--- config.mk ---
export PLATFORM = sky130hd
export DESIGN_NAME = arm_alu_shifter_flags
export DESIGN_NICKNAME = d
export VERILOG_FILES = /design/src/rtl/aasf_pkg.sv /design/src/rtl/arm_alu_shifter_flags.sv
export SDC_FILE = /design/constraint.sdc
export NUM_CORES = 2
export LEC_CHECK = 0
export ABC_AREA = 1
export BUFFER_PORTS_ARGS = -buffer_cell sky130_fd_sc_hd__buf_2
export CAP_MARGIN = 20
export CORE_ASPECT_RATIO = 2
export CORE_MARGIN = 5
export CORE_UTILIZATION = 66
export DETAILED_ROUTE_END_ITERATION = 10
export GPL_TIMING_DRIVEN = 0
export MAX_ROUTING_LAYER = met4
export PLACE_DENSITY = 0.84
export SKIP_LAST_GASP = 1
export SLEW_MARGIN = 20
export SYNTH_ARGS = -nofsm -noshare
export SYNTH_HDL_FRONTEND = slang
export SYNTH_SLANG_ARGS = --single-unit
--- constraint.sdc ---
create_clock -name clk -period 11.5 [get_ports clk]
set_clock_uncertainty 0.2 [all_clocks]
set_input_delay 1.725 -clock clk [delete_from_list [all_inputs] [get_ports clk]]
set_output_delay 1.725 -clock clk [all_outputs]
set_load 0.01 [all_outputs]
--- src/rtl/aasf_pkg.sv ---
// ----------------------------------------------------------------------------
// aasf_pkg
// Shared types and constants for the data-processing ALU with barrel shifter.
// ----------------------------------------------------------------------------
package aasf_pkg;

    localparam int unsigned DATA_W  = 32;
    localparam int unsigned FUNC_W  = 4;
    localparam int unsigned SHAMT_W = 5;

    // sideband and data widths on the stream ports
    localparam int unsigned S_TUSER_W = FUNC_W + 2;
    localparam int unsigned S_TDATA_W = 2 * DATA_W;
    localparam int unsigned M_TDATA_W = 40;

    // operation codes
    typedef enum logic [FUNC_W-1:0] {
        FN_ADD = 4'd0,
        FN_ADC = 4'd1,
        FN_AND = 4'd2,
        FN_BIC = 4'd3,
        FN_EOR = 4'd4,
        FN_MOV = 4'd5,
        FN_MVN = 4'd6,
        FN_ORR = 4'd7,
        FN_SBC = 4'd8,
        FN_SUB = 4'd9,
        FN_LSL = 4'd10,
        FN_LSR = 4'd11,
        FN_ASR = 4'd12,
        FN_ROR = 4'd13,
        FN_MUL = 4'd14
    } func_t;

    // condition flags
    typedef struct packed {
        logic n;
        logic z;
        logic c;
        logic v;
    } nzcv_t;

endpackage

--- src/rtl/arm_alu_shifter_flags.sv ---
// ----------------------------------------------------------------------------
// arm_alu_shifter_flags
// ARMv4-style data-processing ALU with barrel shifts, multiply and NZCV flags.
// ----------------------------------------------------------------------------
// One item carries an operation, two 32-bit operands and the flag and carry
// update bits; one result item comes back with the 32-bit value and the flags
// as they stand after the operation. Each item passes through the input register
// and then the result register, and a new item is taken every cycle while the
// output is free. The flags register is
// written as an item moves into the result register, so ADC and SBC see the
// carry of the item just before them. Reset clears all four flags. Code 15
// returns zero and leaves the flags alone.
module arm_alu_shifter_flags (
    input  logic                            clk,
    input  logic                            rst_n,
    // input item
    input  logic                            s_tvalid,
    output logic                            s_tready,
    // operand_a [31:0], operand_b [63:32]
    input  logic [aasf_pkg::S_TDATA_W-1:0]  s_tdata,
    // func [3:0], update_flags [4], update_carry [5]
    input  logic [aasf_pkg::S_TUSER_W-1:0]  s_tuser,
    // result item
    output logic                            m_tvalid,
    input  logic                            m_tready,
    // value [31:0], flag_n [32], flag_z [33], flag_c [34], flag_v [35], zeros above
    output logic [aasf_pkg::M_TDATA_W-1:0]  m_tdata
);

    localparam int unsigned W = aasf_pkg::DATA_W;

    // input register
    logic                        in_valid_reg;
    logic [aasf_pkg::FUNC_W-1:0] func_reg;
    logic [W-1:0]                a_reg;
    logic [W-1:0]                b_reg;
    logic                        uf_reg;
    logic                        uc_reg;

    // result register and flag state
    logic                        out_valid_reg;
    logic [W-1:0]                value_reg;
    aasf_pkg::nzcv_t             flags_reg;
    aasf_pkg::nzcv_t             flags_next;
    logic [W-1:0]                value_next;

    logic advance;
    logic out_free;

    // handshake
    assign out_free = !out_valid_reg || m_tready;
    assign advance  = in_valid_reg && out_free;
    assign s_tready = !in_valid_reg || out_free;
    assign m_tvalid = out_valid_reg;
    assign m_tdata  = {{(aasf_pkg::M_TDATA_W - W - 4){1'b0}},
                       flags_reg.v, flags_reg.c, flags_reg.z, flags_reg.n, value_reg};

    // adder, shifter and multiplier
    logic            cin;
    logic            shc;
    logic            b_small;
    logic [4:0]      sh;
    logic [W:0]      add_sum;
    logic [W:0]      sub_sum;
    logic [W:0]      lsl_wide;
    logic [W:0]      lsr_wide;
    logic [W:0]      asr_wide;
    logic [2*W-1:0]  ror_wide;
    logic [W-1:0]    mul_lo;
    logic            c_res;
    logic            c_write;
    logic            v_res;
    logic            v_write;
    logic            nz_write;

    always_comb
    begin
        cin      = flags_reg.c;
        shc      = uf_reg && uc_reg;
        b_small  = (b_reg[W-1:aasf_pkg::SHAMT_W] == '0);
        sh       = b_reg[aasf_pkg::SHAMT_W-1:0];
        add_sum  = {1'b0, a_reg} + {1'b0, b_reg}
                   + {{W{1'b0}}, (func_reg == aasf_pkg::FN_ADC) && cin};
        sub_sum  = {1'b0, a_reg} + {1'b0, ~b_reg}
                   + {{W{1'b0}}, (func_reg == aasf_pkg::FN_SBC) ? cin : 1'b1};
        lsl_wide = {1'b0, a_reg} << sh;
        lsr_wide = {a_reg, 1'b0} >> sh;
        asr_wide = $signed({a_reg, 1'b0}) >>> sh;
        ror_wide = {a_reg, a_reg} >> sh;
        mul_lo   = W'(a_reg * b_reg);

        value_next = '0;
        c_res      = 1'b0;
        c_write    = 1'b0;
        v_res      = 1'b0;
        v_write    = 1'b0;
        nz_write   = uf_reg;

        case (func_reg) inside
            aasf_pkg::FN_ADD, aasf_pkg::FN_ADC:
            begin
                value_next = add_sum[W-1:0];
                c_res      = add_sum[W];
                c_write    = uf_reg;
                v_res      = ~(a_reg[W-1] ^ b_reg[W-1]) & (a_reg[W-1] ^ add_sum[W-1]);
                v_write    = uf_reg;
            end
            aasf_pkg::FN_SUB, aasf_pkg::FN_SBC:
            begin
                value_next = sub_sum[W-1:0];
                c_res      = sub_sum[W];
                c_write    = uf_reg;
                v_res      = (a_reg[W-1] ^ b_reg[W-1]) & (a_reg[W-1] ^ sub_sum[W-1]);
                v_write    = uf_reg;
            end
            aasf_pkg::FN_AND: value_next = a_reg & b_reg;
            aasf_pkg::FN_BIC: value_next = a_reg & ~b_reg;
            aasf_pkg::FN_EOR: value_next = a_reg ^ b_reg;
            aasf_pkg::FN_MOV: value_next = b_reg;
            aasf_pkg::FN_MVN: value_next = ~b_reg;
            aasf_pkg::FN_ORR: value_next = a_reg | b_reg;
            aasf_pkg::FN_MUL: value_next = mul_lo;
            aasf_pkg::FN_LSL:
            begin
                if (b_reg == '0)
                begin
                    value_next = a_reg;
                end
                else if (b_small)
                begin
                    value_next = lsl_wide[W-1:0];
                    c_res      = lsl_wide[W];
                    c_write    = shc;
                end
                else
                begin
                    // shifted out entirely: only a shift of exactly 32 moves bit 0 into carry
                    c_res   = (b_reg == W'(W)) && a_reg[0];
                    c_write = shc;
                end
            end
            aasf_pkg::FN_LSR:
            begin
                if (b_small && (sh != '0))
                begin
                    value_next = lsr_wide[W:1];
                    c_res      = lsr_wide[0];
                end
                else
                begin
                    // zero amount means 32
                    c_res = ((b_reg == '0) || (b_reg == W'(W))) && a_reg[W-1];
                end
                c_write = shc;
            end
            aasf_pkg::FN_ASR:
            begin
                if (b_small && (sh != '0))
                begin
                    value_next = asr_wide[W:1];
                    c_res      = asr_wide[0];
                end
                else
                begin
                    // zero or 32 and above: sign fill
                    value_next = {W{a_reg[W-1]}};
                    c_res      = a_reg[W-1];
                end
                c_write = shc;
            end
            aasf_pkg::FN_ROR:
            begin
                value_next = ror_wide[W-1:0];
                // last bit rotated out lands in bit 31, also for a full turn
                c_res      = ror_wide[W-1];
                c_write    = shc && (b_reg[7:0] != 8'd0);
            end
            default:
            begin
                value_next = '0;
                nz_write   = 1'b0;
            end
        endcase

        flags_next = flags_reg;
        if (nz_write)
        begin
            flags_next.n = value_next[W-1];
            flags_next.z = (value_next == '0);
        end
        if (c_write)
        begin
            flags_next.c = c_res;
        end
        if (v_write)
        begin
            flags_next.v = v_res;
        end
    end

    // control and flag state
    always_ff @(posedge clk or negedge rst_n)
    begin
        if (!rst_n)
        begin
            in_valid_reg  <= 1'b0;
            out_valid_reg <= 1'b0;
            flags_reg     <= '0;
        end
        else
        begin
            if (s_tvalid && s_tready)
            begin
                in_valid_reg <= 1'b1;
            end
            else if (advance)
            begin
                in_valid_reg <= 1'b0;
            end
            if (advance)
            begin
                out_valid_reg <= 1'b1;
                flags_reg     <= flags_next;
            end
            else if (m_tready)
            begin
                out_valid_reg <= 1'b0;
            end
        end
    end

    // payload registers
    always_ff @(posedge clk)
    begin
        if (s_tvalid && s_tready)
        begin
            func_reg <= s_tuser[aasf_pkg::FUNC_W-1:0];
            uf_reg   <= s_tuser[aasf_pkg::FUNC_W];
            uc_reg   <= s_tuser[aasf_pkg::FUNC_W+1];
            a_reg    <= s_tdata[W-1:0];
            b_reg    <= s_tdata[2*W-1:W];
        end
        if (advance)
        begin
            value_reg <= value_next;
        end
    end

endmodule

==> results of run 1 <==
[synthesized netlist by cell type (all sizes together) (3+ instances only)]
master and count:
clkinv 5, a21oi 207, or2 40, clkbuf 121, o211ai 12, nand3b 12
xnor2 23, a32o 3, o21bai 7, o21ai 219, ha 219, a211oi 3
a21o 8, edfxtp 102, nor3 29, and2 6, nand4 59, a31oi 12
fa 412, nand3 462, o21a 4, xor2 42, nor2 225, nor4 9
a21boi 4, dfrtp 6, o2111ai 3, inv 998, nand2 1320, a22o 8
o22ai 7, o221ai 3, buf 128, a221oi 6
[layer usage]
metal,overflow,track usage [%]
met5,-,-
met3,18,56.0
met4,277,80.4
met1,15,73.7
met2,686,96.2
[stage by stage]
step,cells,hold WS (ps),worst slack [ps],util (%),instance area (µm²)
2_1_floorplan,4741,261,3470,-,31700
3_3_place_gp,5484,263,331,69.7,33100
3_5_place_dp,5485,300,221,69.7,33100
4_1_cts,5501,319,184,70.4,33400
[logic make-up after synthesis]
family | count (synthesis) | share of synthesized area (%)
adders and majority gates | 631 | 34.6
DFF | 108 | 10.1
buffers and inverters | 1252 | 15.5
muxes | 2 | 0.0670
AOI/OAI and AO/OA | 515 | 8.94
and+or+nand+nor | 2164 | 29.0
other | 1 | 0.0118
xor gates and xnor gates | 65 | 1.79
==> impl_metrics.csv, run 1 <==
group,metric,value,unit
global_route,grt_pass1_vias,41900,
synthesis,synth-seq-cells,108,
clock_tree,cts_buffers,9,
global_route,grt_max_degree,55,
placed_design,dpl.hpwl,135000,µm
global_route,overflow,996,
clock_tree,cts_hold_buf,0,
floorplan,die_height,320,µm
synthesis,synth_ff_type,"edfxtp_1",
global_route,grt_pass1_wl,304000,µm
outcome,firstError,"[ERROR GRT-0116] Global routing finished with congestion. Check the congestion regions in the DRC Viewer.",
outcome,haltStage,"5_1_grt",
clock_tree,cts_sinks,108,
clock_tree,cts_resized,0,
floorplan,rows,113,
synthesis,synthTopCellsByArea,"fa_1 (26%), nand2_1 (15%), inv_1 (11%)",
synthesis,syn_area_per_cell,6.70,µm²
floorplan,fp.dieW,165,µm
clock_tree,post_cts_buffers,0,
synthesis,synth_seq_area_share,10.1,%
synthesis,syn_area,31700,µm²
placed_design,gp_congestion,1.39,
floorplan,initial_core_util,66.8,%
clock_tree,clockBufferDepth,2,
synthesis,yosysWarnings,0,
global_route,gr-usage-all-layers,77.7,%
clock_tree,cts-root-buf,"clkbuf_16",
clock_tree,ctsHtreeMaxLevel,3,
synthesis,synth_area_leader_cell,"fa_1",
synthesis,ys_types,66,
synthesis,synth_edf_count,102,
outcome,status,"aborted with a tool error",
synthesis,synthArstFlopShare,5.56,%
placed_design,portBuffers,111,
synthesis,synth_top_area_share,26.0,%
synthesis,syn_inst,4738,
floorplan,io_pins,116,
==> run 2, diff against run 1 <==
--- a/config.mk
+++ b/config.mk
@@ -8,13 +8,11 @@
 export ABC_AREA = 1
 export BUFFER_PORTS_ARGS = -buffer_cell sky130_fd_sc_hd__buf_2
 export CAP_MARGIN = 20
-export CORE_ASPECT_RATIO = 2
 export CORE_MARGIN = 5
-export CORE_UTILIZATION = 66
+export CORE_UTILIZATION = 40
 export DETAILED_ROUTE_END_ITERATION = 10
 export GPL_TIMING_DRIVEN = 0
-export MAX_ROUTING_LAYER = met4
-export PLACE_DENSITY = 0.84
+export PLACE_DENSITY_LB_ADDON = 0.15
 export SKIP_LAST_GASP = 1
 export SLEW_MARGIN = 20
 export SYNTH_ARGS = -nofsm -noshare
==> run 2 against run 1 <==
Net effect:
- the flow now finishes without violations
- synthesized cell count did not move
- area after synthesis stayed put
==> impl_metrics.csv, run 2 <==
group,metric,value,unit
global_route,grt_max_degree,52,
finish,layout-drive-gt1-share,6.86,%
finish,multiInputGateArea,23600,µm²
setup_path,cp_top_family,"adder cells",
clock_tree,post_cts_buffers,0,
sta,max_freq,90.1,MHz
finish,register_area,3210,µm²
sta,final_hold_viol_count,0,
clock_tree,cts_tree,"done",
global_route,grt_pass1_wl,237000,µm
synthesis,synth_top_area_share,26.0,%
clock_tree,cts_hold_buf,0,
synthesis,yosysMostFrequentCell,"nand2_1",
setup_path,path_buf_inv,9,
synthesis,synth_ff_type,"edfxtp_1",
setup_path,worstSetupPathType,"reg2reg",
clock_tree,ctsHtreeMaxLevel,3,
clock_tree,clockBufferDepth,2,
min_path,hp-class,"reg2reg",
routing,drcViolationCount,0,
floorplan,fp.dieW,292,µm
placed_design,gp_congestion,1.05,
finish,area_growth,7.15,%
synthesis,yosysWarnings,0,
synthesis,synth_seq_area_share,10.1,%
floorplan,core_area,78900,µm²
placed_design,portBuffers,111,
synthesis,synth_edf_count,102,
global_route,grt_pass1_vias,33100,
routing,drtIter0Drc,3875,
setup_path,cpPeakStageDelay,750,ps
synthesis,synth_common_cells,"nand2_1 (1,308), inv_1 (963), nand3_1 (456)",
finish,mostFrequentLayoutCells,"nand2_1 (1,308), inv_1 (961), nand3_1 (456)",
finish,fillerInstances,8672,
routing,drt_wl_total,168000,µm
synthesis,synth_area_leader_cell,"fa_1",
synthesis,synthArstFlopShare,5.56,%
clock_tree,clk_pin_slew,70,ps
setup_path,critPathArrivalTime,11020,ps
synthesis,syn_inst,4738,
synthesis,synthTopCellsByArea,"fa_1 (26%), nand2_1 (15%), inv_1 (11%)",
sta,post-route-min-period,11100,ps
sta,tightest_slew,1290,ps
setup_path,crit_fanout,10,
placed_design,dpl.hpwl,139000,µm
synthesis,ys_types,66,
routing,drt-pass1-iter-count,9,
floorplan,die_area,85100,µm²
routing,post_drt_via_cell_ratio,5.61,
finish,layout_commonest_cell,"nand2_1",
setup_path,crit_top_cell,"fa_1",
setup_path,critPathCaptureType,"register",
synthesis,syn_area_per_cell,6.70,µm²
clock_tree,cts-root-buf,"clkbuf_16",
sta,post-route-period-util,96.5,%
sta,final-setup-viol-count,0,
job,max-cap-violations,0,
global_route,overflow,0,
routing,vias,33300,
global_route,antenna_found_initial,10,
sta,hold_ws,285,ps
clock_tree,cts_buffers,9,
floorplan,rows,103,
finish,nNetsFinal,5570,
synthesis,synth-seq-cells,108,
clock_tree,cts_sinks,108,
floorplan,initial_core_util,40.2,%
routing,ant_nets,0,
setup_path,crit_required,11430,ps
sta,slew_viol_final,0,
outcome,status,"completed",
sta,slew_headroom,14.0,%
floorplan,die_height,292,µm
sta,tns,0,ps
setup_path,cp-start-kind,"register",
floorplan,io_pins,116,
clock_tree,cts_resized,0,
global_route,gr-usage-all-layers,38.4,%
setup_path,slowest_stage,"buf_1",
routing,wire_per_inst,28.4,µm
clock_tree,clk_latency,380,ps
synthesis,syn_area,31700,µm²
sta,rsz0062_at_grt,"false",
[run 2: cell counts after synthesis]
Identical to the previous run, type by type.
[run 2: per-layer routing]
metal / GRT usage (%) / routed length [µm] / up-vias
li1: - / - / 14800
met1: 49.2 / 65200 / 16000
met2: 59.8 / 72800 / 1983
met3: 9.75 / 18400 / 452
met4: 20.8 / 11500 / 10
met5: 0 / 64 / -
[run 2: cell families (layout without fill, tap and decap cells)]
logic type               Yosys count  count (layout)  synth area share (%)
AO/OA/AOI/OAI                    515             515                  8.94
XOR/XNOR                          65              65                  1.79
adder cells (fa/ha/maj)          631             631                  34.6
buffers and inverters           1252            1381                  15.5
flip-flops                       108             108                  10.1
multiplexers                       2               2                0.0670
other                              1               8                0.0118
AND/OR/NAND/NOR                 2164            2164                  29.0
[run 2: area by class of cell]
cell class,instances,share of cell area (%)
sequential,108,9.45
inverter,1003,11.1
clock buffer,9,0.662
buffer,248,3.35
clock inverter,7,0.265
timing repair buffer,114,1.78
multi-input combinational,3381,69.5
tap,1050,3.86
antenna,4,0.0294
[run 2: final timing paths]
check,cells past startpoint,slack [ps],to,start
setup / recovery,34,400,value_reg[30],b_reg[2]
hold / removal,2,280,m_tdata[33],m_tdata[33]
setup reg to reg,34,400,value_reg[30],b_reg[2]
hold reg to reg,2,280,m_tdata[33],m_tdata[33]
max in group asynchronous,1,9990,in_valid_reg,rst_n
min in group asynchronous,1,970,cin,rst_n
[run 2: worst register-to-register path: cells and delay by family (launching register included)]
family | cells | cell delay [ps]
fa+ha+maj | 9 | 4580
buf+inv | 9 | 2690
compound gates | 5 | 1800
simple gates | 11 | 1110
flops | 1 | 470
[run 2: per-stage QoR]
step                      std cells  util (%)  area (µm²)  setup slack [ps]
final                          5924      43.1       34000               403
after CTS                      5920      43.1       34000              2.82
after floorplan                4741         -       31700              3470
after global placement         5902      42.6       33600             -12.2
after detailed placement       5904      42.7       33700              44.3
after global routing           5920      43.1       34000              59.5
Power of run 2 is not shown: default switching activity piles up to over one toggle a cycle in this logic, so the estimate is an artifact.
